File: config.mk
export PLATFORM = sky130hd
export DESIGN_NAME = sql_resultset_packet_sniffer_top
export DESIGN_NICKNAME = d
export VERILOG_FILES = /design/src/sv/sqlrs_pkg.sv /design/src/sv/sql_resultset_packet_sniffer_top.sv
export SDC_FILE = /design/constraint.sdc
export NUM_CORES = 1
export LEC_CHECK = 0
export ABC_AREA = 0
export BUFFER_PORTS_ARGS = -buffer_cell sky130_fd_sc_hd__buf_4
export CORE_MARGIN = 5
export CORE_UTILIZATION = 40
export CTS_CLUSTER_DIAMETER = 150
export DETAILED_ROUTE_END_ITERATION = 8
export SLEW_MARGIN = 20
export SYNTH_ARGS = -nofsm -noshare
export SYNTH_HDL_FRONTEND = slang
export SYNTH_SLANG_ARGS = --single-unit
File: constraint.sdc
create_clock -name clk_i -period 13.68 [get_ports clk_i]
set_input_delay 2.736 -clock clk_i [delete_from_list [all_inputs] [get_ports clk_i]]
set_output_delay 2.736 -clock clk_i [all_outputs]
set_load 0.01 [all_outputs]
File: src/sv/sqlrs_pkg.sv
// ----------------------------------------------------------------------------
// sqlrs_pkg
// Types and constants for the result-set packet sniffer.
// ----------------------------------------------------------------------------
package sqlrs_pkg;

  // parse phase of the packet framer
  typedef enum logic [1:0] {
    PH_HEADER    = 2'd0,
    PH_PAYLOAD   = 2'd1,
    PH_FINAL_OK  = 2'd2,
    PH_FINAL_ERR = 2'd3
  } phase_e;

  // response status as seen on the result port
  typedef enum logic [1:0] {
    ST_BUSY     = 2'd0,
    ST_DONE_OK  = 2'd1,
    ST_DONE_ERR = 2'd2
  } status_e;

  localparam int unsigned LenBits     = 24;
  localparam int unsigned ColBits     = 16;
  localparam int unsigned HdrIdxBits  = 2;
  localparam int unsigned EofCntBits  = 2;

  localparam logic [HdrIdxBits-1:0] HDR_LEN_B0  = 2'd0;
  localparam logic [HdrIdxBits-1:0] HDR_LEN_B1  = 2'd1;
  localparam logic [HdrIdxBits-1:0] HDR_LEN_B2  = 2'd2;
  localparam logic [HdrIdxBits-1:0] HDR_SEQ     = 2'd3;

  localparam logic [7:0] ERR_MARK = 8'hFF;
  localparam logic [7:0] OK_MARK  = 8'h00;
  localparam logic [7:0] EOF_MARK = 8'hFE;

  localparam logic [LenBits-1:0] EOF_LEN_LIMIT = 24'd9;

  localparam logic [EofCntBits-1:0] EOF_NONE = 2'd0;
  localparam logic [EofCntBits-1:0] EOF_ONE  = 2'd1;
  localparam logic [EofCntBits-1:0] EOF_TWO  = 2'd2;

endpackage

File: src/sv/sql_resultset_packet_sniffer_top.sv
// ----------------------------------------------------------------------------
// sql_resultset_packet_sniffer_top
// Frames a text query response byte by byte and reports status and counts.
// ----------------------------------------------------------------------------
// Usage:
//   The input channel (in_valid_i / in_stall_o) carries one response byte per
//   item, with starts_response_i set on the first byte of a new response,
//   which clears all counters and parse state.
//   The output channel (out_valid_o / out_stall_i) returns one item per input
//   item: status, column, row and byte counts after that byte, and
//   response_done_o on the byte that ends the response.
//   An accepted byte's result is registered and shows from the next cycle on.
//   Throughput is one byte per cycle unless the receiver stalls, set by the
//   single state update between the parse registers and the result register.
//   When the receiver stalls, the result register holds its item and the
//   input is stalled in the same cycle; it is released as soon as the result
//   is taken, so no cycle is lost while the output flows.
//   After reset the block is idle, with no result pending, and treats the
//   stream as a fresh response. Bytes after a completed response are taken
//   but change nothing until the next start mark.
// ----------------------------------------------------------------------------
module sql_resultset_packet_sniffer_top
  import sqlrs_pkg::*;
#(
  parameter int unsigned ROW_COUNT_BITS  = 32,
  parameter int unsigned BYTE_COUNT_BITS = 48
) (
  input  logic                       clk_i,
  input  logic                       rst_ni,

  input  logic                       in_valid_i,
  output logic                       in_stall_o,
  input  logic [7:0]                 data_byte_i,
  input  logic                       starts_response_i,

  output logic                       out_valid_o,
  input  logic                       out_stall_i,
  output logic [1:0]                 status_o,
  output logic [ColBits-1:0]         column_count_o,
  output logic [ROW_COUNT_BITS-1:0]  row_count_o,
  output logic [BYTE_COUNT_BITS-1:0] byte_count_o,
  output logic                       response_done_o
);

  // parse state
  phase_e                     phase_q,    phase_d;
  logic [HdrIdxBits-1:0]      hdr_idx_q,  hdr_idx_d;
  logic [LenBits-1:0]         pkt_len_q,  pkt_len_d;
  logic [LenBits-1:0]         left_q,     left_d;
  logic                       first_q,    first_d;
  logic [EofCntBits-1:0]      eof_q,      eof_d;
  status_e                    resp_q,     resp_d;
  logic [ColBits-1:0]         cols_q,     cols_d;
  logic [ROW_COUNT_BITS-1:0]  rows_q,     rows_d;
  logic [BYTE_COUNT_BITS-1:0] bytes_q,    bytes_d;
  logic                       done_d;

  // result register
  logic                       out_valid_q;
  status_e                    status_q;
  logic [ColBits-1:0]         col_out_q;
  logic [ROW_COUNT_BITS-1:0]  row_out_q;
  logic [BYTE_COUNT_BITS-1:0] byte_out_q;
  logic                       done_q;

  logic in_accept;
  logic is_err, is_ok, is_eof_mark;

  assign in_stall_o = out_valid_q & out_stall_i;
  assign in_accept  = in_valid_i & ~in_stall_o;

  // first payload byte decode
  always_comb begin
    is_err      = (data_byte_i == ERR_MARK);
    is_ok       = (data_byte_i == OK_MARK);
    is_eof_mark = (data_byte_i == EOF_MARK);
  end

  // next parse state for the byte at the input
  always_comb begin
    logic plain;
    logic [LenBits-1:0] len_cur;
    plain     = 1'b0;
    done_d    = 1'b0;
    phase_d   = phase_q;
    hdr_idx_d = hdr_idx_q;
    pkt_len_d = pkt_len_q;
    left_d    = left_q;
    first_d   = first_q;
    eof_d     = eof_q;
    resp_d    = resp_q;
    cols_d    = cols_q;
    rows_d    = rows_q;
    bytes_d   = bytes_q;

    if (starts_response_i) begin
      phase_d   = PH_HEADER;
      hdr_idx_d = HDR_LEN_B0;
      pkt_len_d = '0;
      left_d    = '0;
      first_d   = 1'b1;
      eof_d     = EOF_NONE;
      resp_d    = ST_BUSY;
      cols_d    = '0;
      rows_d    = '0;
      bytes_d   = '0;
    end

    len_cur = pkt_len_d;

    if (resp_d == ST_BUSY) begin
      if (~&bytes_d) begin
        bytes_d = bytes_d + BYTE_COUNT_BITS'(1);
      end

      if (phase_d == PH_HEADER) begin
        case (hdr_idx_d)
          HDR_LEN_B0: begin
            pkt_len_d = {16'h0000, data_byte_i};
            hdr_idx_d = HDR_LEN_B1;
          end
          HDR_LEN_B1: begin
            pkt_len_d[15:8] = data_byte_i;
            hdr_idx_d = HDR_LEN_B2;
          end
          HDR_LEN_B2: begin
            pkt_len_d[23:16] = data_byte_i;
            hdr_idx_d = HDR_SEQ;
          end
          default: begin
            // sequence byte closes the header
            hdr_idx_d = HDR_LEN_B0;
            left_d    = pkt_len_d;
            if (pkt_len_d == '0) begin
              plain = 1'b1;
            end else begin
              phase_d = PH_PAYLOAD;
            end
          end
        endcase
      end else begin
        if (left_d == len_cur) begin
          if (first_d) begin
            if (is_err) begin
              first_d = 1'b0;
              phase_d = PH_FINAL_ERR;
            end else if (is_ok) begin
              first_d = 1'b0;
              phase_d = PH_FINAL_OK;
            end else begin
              plain = 1'b1;
            end
          end else if (is_err) begin
            if (eof_d != EOF_TWO) begin
              eof_d = eof_d + EofCntBits'(1);
            end
            phase_d = PH_FINAL_ERR;
          end else if (is_eof_mark && (len_cur < EOF_LEN_LIMIT)) begin
            if (eof_d == EOF_NONE) begin
              eof_d = EOF_ONE;
            end else begin
              eof_d   = EOF_TWO;
              phase_d = PH_FINAL_OK;
            end
          end else begin
            plain = 1'b1;
          end
        end

        left_d = left_d - LenBits'(1);
        if (left_d == '0) begin
          if (phase_d == PH_FINAL_OK) begin
            resp_d = ST_DONE_OK;
            done_d = 1'b1;
          end else if (phase_d == PH_FINAL_ERR) begin
            resp_d = ST_DONE_ERR;
            done_d = 1'b1;
          end
          phase_d = PH_HEADER;
        end
      end

      // ordinary packet: column-count, column definition or row
      if (plain) begin
        if (first_d) begin
          first_d = 1'b0;
        end else if (eof_d == EOF_NONE) begin
          if (~&cols_d) begin
            cols_d = cols_d + ColBits'(1);
          end
        end else if (~&rows_d) begin
          rows_d = rows_d + ROW_COUNT_BITS'(1);
        end
      end
    end
  end

  always_ff @(posedge clk_i or negedge rst_ni) begin
    if (!rst_ni) begin
      phase_q   <= PH_HEADER;
      hdr_idx_q <= HDR_LEN_B0;
      pkt_len_q <= '0;
      left_q    <= '0;
      first_q   <= 1'b1;
      eof_q     <= EOF_NONE;
      resp_q    <= ST_BUSY;
      cols_q    <= '0;
      rows_q    <= '0;
      bytes_q   <= '0;
    end else if (in_accept) begin
      phase_q   <= phase_d;
      hdr_idx_q <= hdr_idx_d;
      pkt_len_q <= pkt_len_d;
      left_q    <= left_d;
      first_q   <= first_d;
      eof_q     <= eof_d;
      resp_q    <= resp_d;
      cols_q    <= cols_d;
      rows_q    <= rows_d;
      bytes_q   <= bytes_d;
    end
  end

  always_ff @(posedge clk_i or negedge rst_ni) begin
    if (!rst_ni) begin
      out_valid_q <= 1'b0;
    end else if (in_accept) begin
      out_valid_q <= 1'b1;
    end else if (!out_stall_i) begin
      out_valid_q <= 1'b0;
    end
  end

  always_ff @(posedge clk_i) begin
    if (in_accept) begin
      status_q   <= resp_d;
      col_out_q  <= cols_d;
      row_out_q  <= rows_d;
      byte_out_q <= bytes_d;
      done_q     <= done_d;
    end
  end

  assign out_valid_o     = out_valid_q;
  assign status_o        = status_q;
  assign column_count_o  = col_out_q;
  assign row_count_o     = row_out_q;
  assign byte_count_o    = byte_out_q;
  assign response_done_o = done_q;

endmodule

; After elaboration in Yosys (flattened, before gate mapping)
; Cells that the tools add are included.
; Widths: inputs -> output; s select.
[word_totals]
elab_cells = 131
input_bits = 13
out_inout_bits = 101
ff_bits = 253
[classes]
bitwise_logic = 5
n_reduce_logical = 14
addsub = 5
n_eq_ne = 9
mux = 81
n_lt_le_gt_ge = 1
[ops]
columns = operator, n
row1 = $mux 32, 6
row2 = $mux 24, 7
row3 = $mux 48, 3
row4 = $mux 16, 6
row5 = $mux 2, 34
row6 = $add 48x1->48 const B, 1
row7 = $logic_not 24->1, 2
row8 = $reduce_and 48->1, 1
row9 = $add 32x1->32 const B, 1
row10 = $pmux 8 s2, 2
row11 = $reduce_and 32->1, 1
row12 = $eq 24x24->1, 1
row13 = $lt 24x4->1 const B, 1
row14 = $sub 24x1->24 const B, 1
row15 = $mux 1, 21
row16 = $add 16x1->16 const B, 1
row17 = $eq 8x8->1 const B, 2
row18 = $reduce_and 16->1, 1
row19 = $logic_not 2->1, 5
row20 = $logic_not 8->1, 1
row21 = $mux 8, 1
row22 = $eq 2x2->1 const B, 3
row23 = $pmux 2 s3, 1
row24 = $reduce_or 3->1, 2
row25 = 7 further kinds, 10

; Depth between registers and ports, before layout
[depth]
depth_word = 15
mapped_depth = 18
ltp_nobuf = 11

; Worst setup path before layout
; OpenSTA, ideal clock, no wires.
[synth_path]
kind = input port to flip-flop
start = input port out_stall_i
end = register byte_out_q[0] (netlist: byte_count_o[0]) (enable)
slack_ns = 6.959
arrival_time_ns = 6.219
required_ns = 13.178
path_buffers = 2
setup_time_ns = 0.502
path_stages = 5
path_cell_list = nand2_1 > nand2_1 > clkinv_1 > clkbuf_1 > clkbuf_1
[synth_via]
elab_chain_cells = 3
[synth_lines]
columns = element, line_no
row1 = start: declaration, sql_resultset_packet_sniffer_top.sv:37  ; input logic out_stall_i,
row2 = $and 1x1->1, sql_resultset_packet_sniffer_top.sv:69  ; assign in_stall_o = out_valid_q & out_stall_i;
row3 = $not 1->1, sql_resultset_packet_sniffer_top.sv:70  ; assign in_accept = in_valid_i & ~in_stall_o;
row4 = $and 1x1->1, sql_resultset_packet_sniffer_top.sv:70
row5 = net in_accept, sql_resultset_packet_sniffer_top.sv:66  ; logic in_accept;
row6 = end signal: assignment, sql_resultset_packet_sniffer_top.sv:239  ; byte_out_q <= bytes_d;
row7 = end: declaration, sql_resultset_packet_sniffer_top.sv:63  ; logic [BYTE_COUNT_BITS-1:0] byte_out_q;
; The timed path passes the listed nets, and every way through them passes these cells.
; A chain may end at the register's enable or synchronous reset.

; Worst setup path after layout
[layout_path]
start = input port starts_response_i
end = register cols_q[6]
[layout_via]
elab_chain_cells = 14
word_cells_on_any_way = 49
cone_classes = add/sub (2) / order compare (1) / eq/ne (4) / mux (33) / reduce/logical (9)
[layout_lines]
columns = element, line_no
row1 = start: declaration, sql_resultset_packet_sniffer_top.sv:34  ; input logic starts_response_i,
row2 = $mux 24 / $mux 2 (equally long branches), sql_resultset_packet_sniffer_top.sv:96  ; if (starts_response_i) begin
row3 = $lt 24x4->1 / $logic_not 2->1 (equally long branches), "sql_resultset_packet_sniffer_top.sv:158, sql_resultset_packet_sniffer_top.sv:159"
row4 = $logic_and 1x1->1 / $mux 2 (equally long branches), "sql_resultset_packet_sniffer_top.sv:158, sql_resultset_packet_sniffer_top.sv:159"
row5 = $mux 2, sql_resultset_packet_sniffer_top.sv:158  ; end else if (is_eof_mark && (len_cur < EOF_LEN_LIMIT)) begin
row6 = $mux 2, sql_resultset_packet_sniffer_top.sv:153  ; end else if (is_err) begin
row7 = $mux 2, sql_resultset_packet_sniffer_top.sv:143  ; if (first_d) begin
row8 = $mux 2, sql_resultset_packet_sniffer_top.sv:142  ; if (left_d == len_cur) begin
row9 = $mux 2, sql_resultset_packet_sniffer_top.sv:116  ; if (phase_d == PH_HEADER) begin
row10 = $mux 2, sql_resultset_packet_sniffer_top.sv:111  ; if (resp_d == ST_BUSY) begin
row11 = $logic_not 2->1, sql_resultset_packet_sniffer_top.sv:187  ; end else if (eof_d == EOF_NONE) begin
row12 = $mux 16, sql_resultset_packet_sniffer_top.sv:187
row13 = $mux 16, sql_resultset_packet_sniffer_top.sv:185  ; if (first_d) begin
row14 = $mux 16, sql_resultset_packet_sniffer_top.sv:184  ; if (plain) begin
row15 = $mux 16 (*), sql_resultset_packet_sniffer_top.sv:111
row16 = end signal: assignment, sql_resultset_packet_sniffer_top.sv:218  ; cols_q <= cols_d;
row17 = end: declaration, sql_resultset_packet_sniffer_top.sv:53  ; logic [ColBits-1:0] cols_q, cols_d;
; Every way passes the cells marked *; elsewhere a longest branch is shown, timed or not. The select of a mux whose other input is x is not followed.

==> reports/qor.yml <==
hold_buffers: 0
post_cts_buffers: 0
root_buffer: "clkbuf_16"
htreeDepth: 1
fin_crit_ps: 6940
antenna_found_initial: 0
r2r_start: "pkt_len_q[3]"
drt-total-wl_um: 41800
yosys_warnings: 0
ant_nets: 0
die_area_um2: 40200
synth_area_per_cell_um2: 9.22
cts_sinks: 253
yosys.cell_count.top_type: "nand2_1"
setup_viol: 0
end_kind: "flip-flop"
yosysSeqAreaShare_pct: 47.1
cp.arrival_ps: 7370
grt_first_pass_wirelength_um: 67700
numCtsBuffers: 29
hold_slack_ps: 485
rsz0062_at_grt: "no"
synth_edf_count: 99
grt_pass1_vias: 11900
groute.usage.overall_pct: 20.2
drv_cap: 0
critPathMaxStageDelay_ps: 720
multiInputGateArea_um2: 7190
final_area_um2: 16600
path_clk_slew_ps: 70
synth.area.top_cells: "dfrtp_1 26%, edfxtp_1 20%, nand2_1 5.9%, xnor2_1 3.6%, nor2_1 3.4%"
outcome: "completed"
detail_route.wl_per_cell_um: 19.7
synthFlopType: "dfrtp_1"
drcViolationCount: 0
clk_latency_ps: 560
cp-start-kind: "input pin"
crit_required_ps: 14120
synth_top_area_share_pct: 26.4
grt_start_max_net_pins: 95
dr.first_iter.drc_count: 1237
ys_top_cells_by_count: "227 x nand2_1, 153 x dfrtp_1, 132 x nor2_1"
drive_above_1_share_pct: 12.2
hold_path_class: "reg2reg"
cp_max_fo: 73
critPathBufInv: 4
die_w_um: 200
synth_top_area_cell: "dfrtp_1"
ctsResizeCount: 0
fin_cells: 2121
cp_top_family: "simple AND/OR/NAND/NOR gates"
power.density_nw_per_um2: 118
cts_max_path_buffers: 3
p_total_mw: 1.96
reg2regPathDepth: 9
syn_inst: 1573
p_leak_nw: 6.68
crit_chain: "buf_6, inv_2, nand2_1, inv_1, ha_1, inv_1, o22ai_1, o21ai_1, nor2_1, nand3_2, or3_1, o311ai_1"
final.setup_skew_ps: 15.5
final_util_pct: 46.7
r2r_end: "row_count_o[21]"
fin_ws_ps: 6740
slew_headroom_pct: 23.2
synth_area_um2: 14500
ioPinCount: 114
final.period_utilization_pct: 50.7
path_class: "in2reg"
fp.coreArea_um2: 35700
hpwlAfterDp_um: 28700
r2r_slack_ps: 9250
place_area_um2: 15700
diodes: 0
die_y_um: 200
maxSlewViolCount: 0
hold_depth: 1
dp.cells: 2068
holdCritStartpoint: "hdr_idx_q[0]"
whs_endpoint: "hdr_idx_q[0]"
nNetsFinal: 1661
grt_overflow: 0
final_hold_viol_count: 0
synth-seq-cells: 253
tightest_slew_ps: 1150
io_buffers: 113
synthArstFlopShare_pct: 60.9
start_util_pct: 40.7
place_ws_ps: 6220
ir_worst_vdd_uv: 83.2
regArea_um2: 6830
area_growth_pct: 14.7
max_freq_ghz: 0.144
first_pass_iters: 6
cts_tree: "done"
n_fill_cell: 3417
num_rows: 69
ys_types: 85
cp_common_cell: "inv_1"
tns_ps: 0
cp_slowest_cell: "ha_1"
syn_nets: 1596
via_count: 12400
viasPerCell: 5.85
routabilityCongestion: 0.940
## sequential cells by signal (all words and copies together), names as in the netlist, 2 cells and up
signal          cells
pkt_len_q          24
row_count_o        32
rows_q             32
bytes_q            48
status_o            2
resp_q              2
eof_q               2
phase_q             2
hdr_idx_q           2
left_q             24
column_count_o     16
byte_count_o       48
cols_q             16
## routing by layer
metal	vias up	track usage [%]	wire [um]
met5	-	0	0
met4	0	5.31	943
met3	75	3.00	2690
met2	440	31.5	18800
met1	6022	29.5	19400
li1	5877	-	-
## layout by cell type (no fill, tap or decap), drive strengths merged, types with 14 or more instances in the layout
| cell | count |
|---|---|
| clkbuf | 39 |
| a21oi | 42 |
| nor2 | 133 |
| nor3 | 47 |
| mux2i | 37 |
| nand3 | 77 |
| nand2 | 228 |
| xor2 | 32 |
| o31ai | 14 |
| or3 | 24 |
| xnor2 | 59 |
| o21ai | 102 |
| nor4 | 34 |
| and3 | 29 |
| dfrtp | 153 |
| edfxtp | 99 |
| a22o | 24 |
| nand2b | 25 |
| inv | 31 |
| buf | 127 |
| nand4 | 50 |
| nor2b | 43 |
## kinds of logic after synthesis
logic type / after synthesis / share of synthesized area (%)
DFF: 253 / 47.1
buffers and inverters: 124 / 3.42
xor gates and xnor gates: 91 / 5.50
and+or+nand+nor: 757 / 26.5
adders and majority gates: 10 / 0.863
muxes: 40 / 2.79
AOI/OAI and AO/OA: 298 / 13.9
## where the power goes
group          switching (mW)  internal [mW]  total, mW  leakage, nW
clock                   0.315          0.470      0.786        0.476
sequential             0.0568          0.829      0.886         3.10
combinational           0.188          0.104      0.291         3.10
total                   0.560           1.40       1.96         6.68
## worst max-delay path by stage
stage | slack (ps) | startpoint | depth (start not counted) | end
floorplan | 6960 | out_stall_i | 5 | byte_count_o[0]
global placement | 6490 | starts_response_i | 12 | cols_q[6]
detailed placement | 6220 | starts_response_i | 12 | cols_q[8]
CTS | 6790 | starts_response_i | 12 | cols_q[6]
global route | 6370 | starts_response_i | 12 | column_count_o[6]
finish | 6740 | starts_response_i | 12 | cols_q[6]
## area by class of cell
type                            count  area share (%)
Inverter                           31           0.730
Multi-Input combinational cell   1196            43.2
Clock buffer                       39            4.89
Tap cell                          461            3.47
Sequential cell                   253            41.0
Timing Repair Buffer              127            5.78
Clock inverter                     14           0.888
Power figures use the tool's default switching activity.
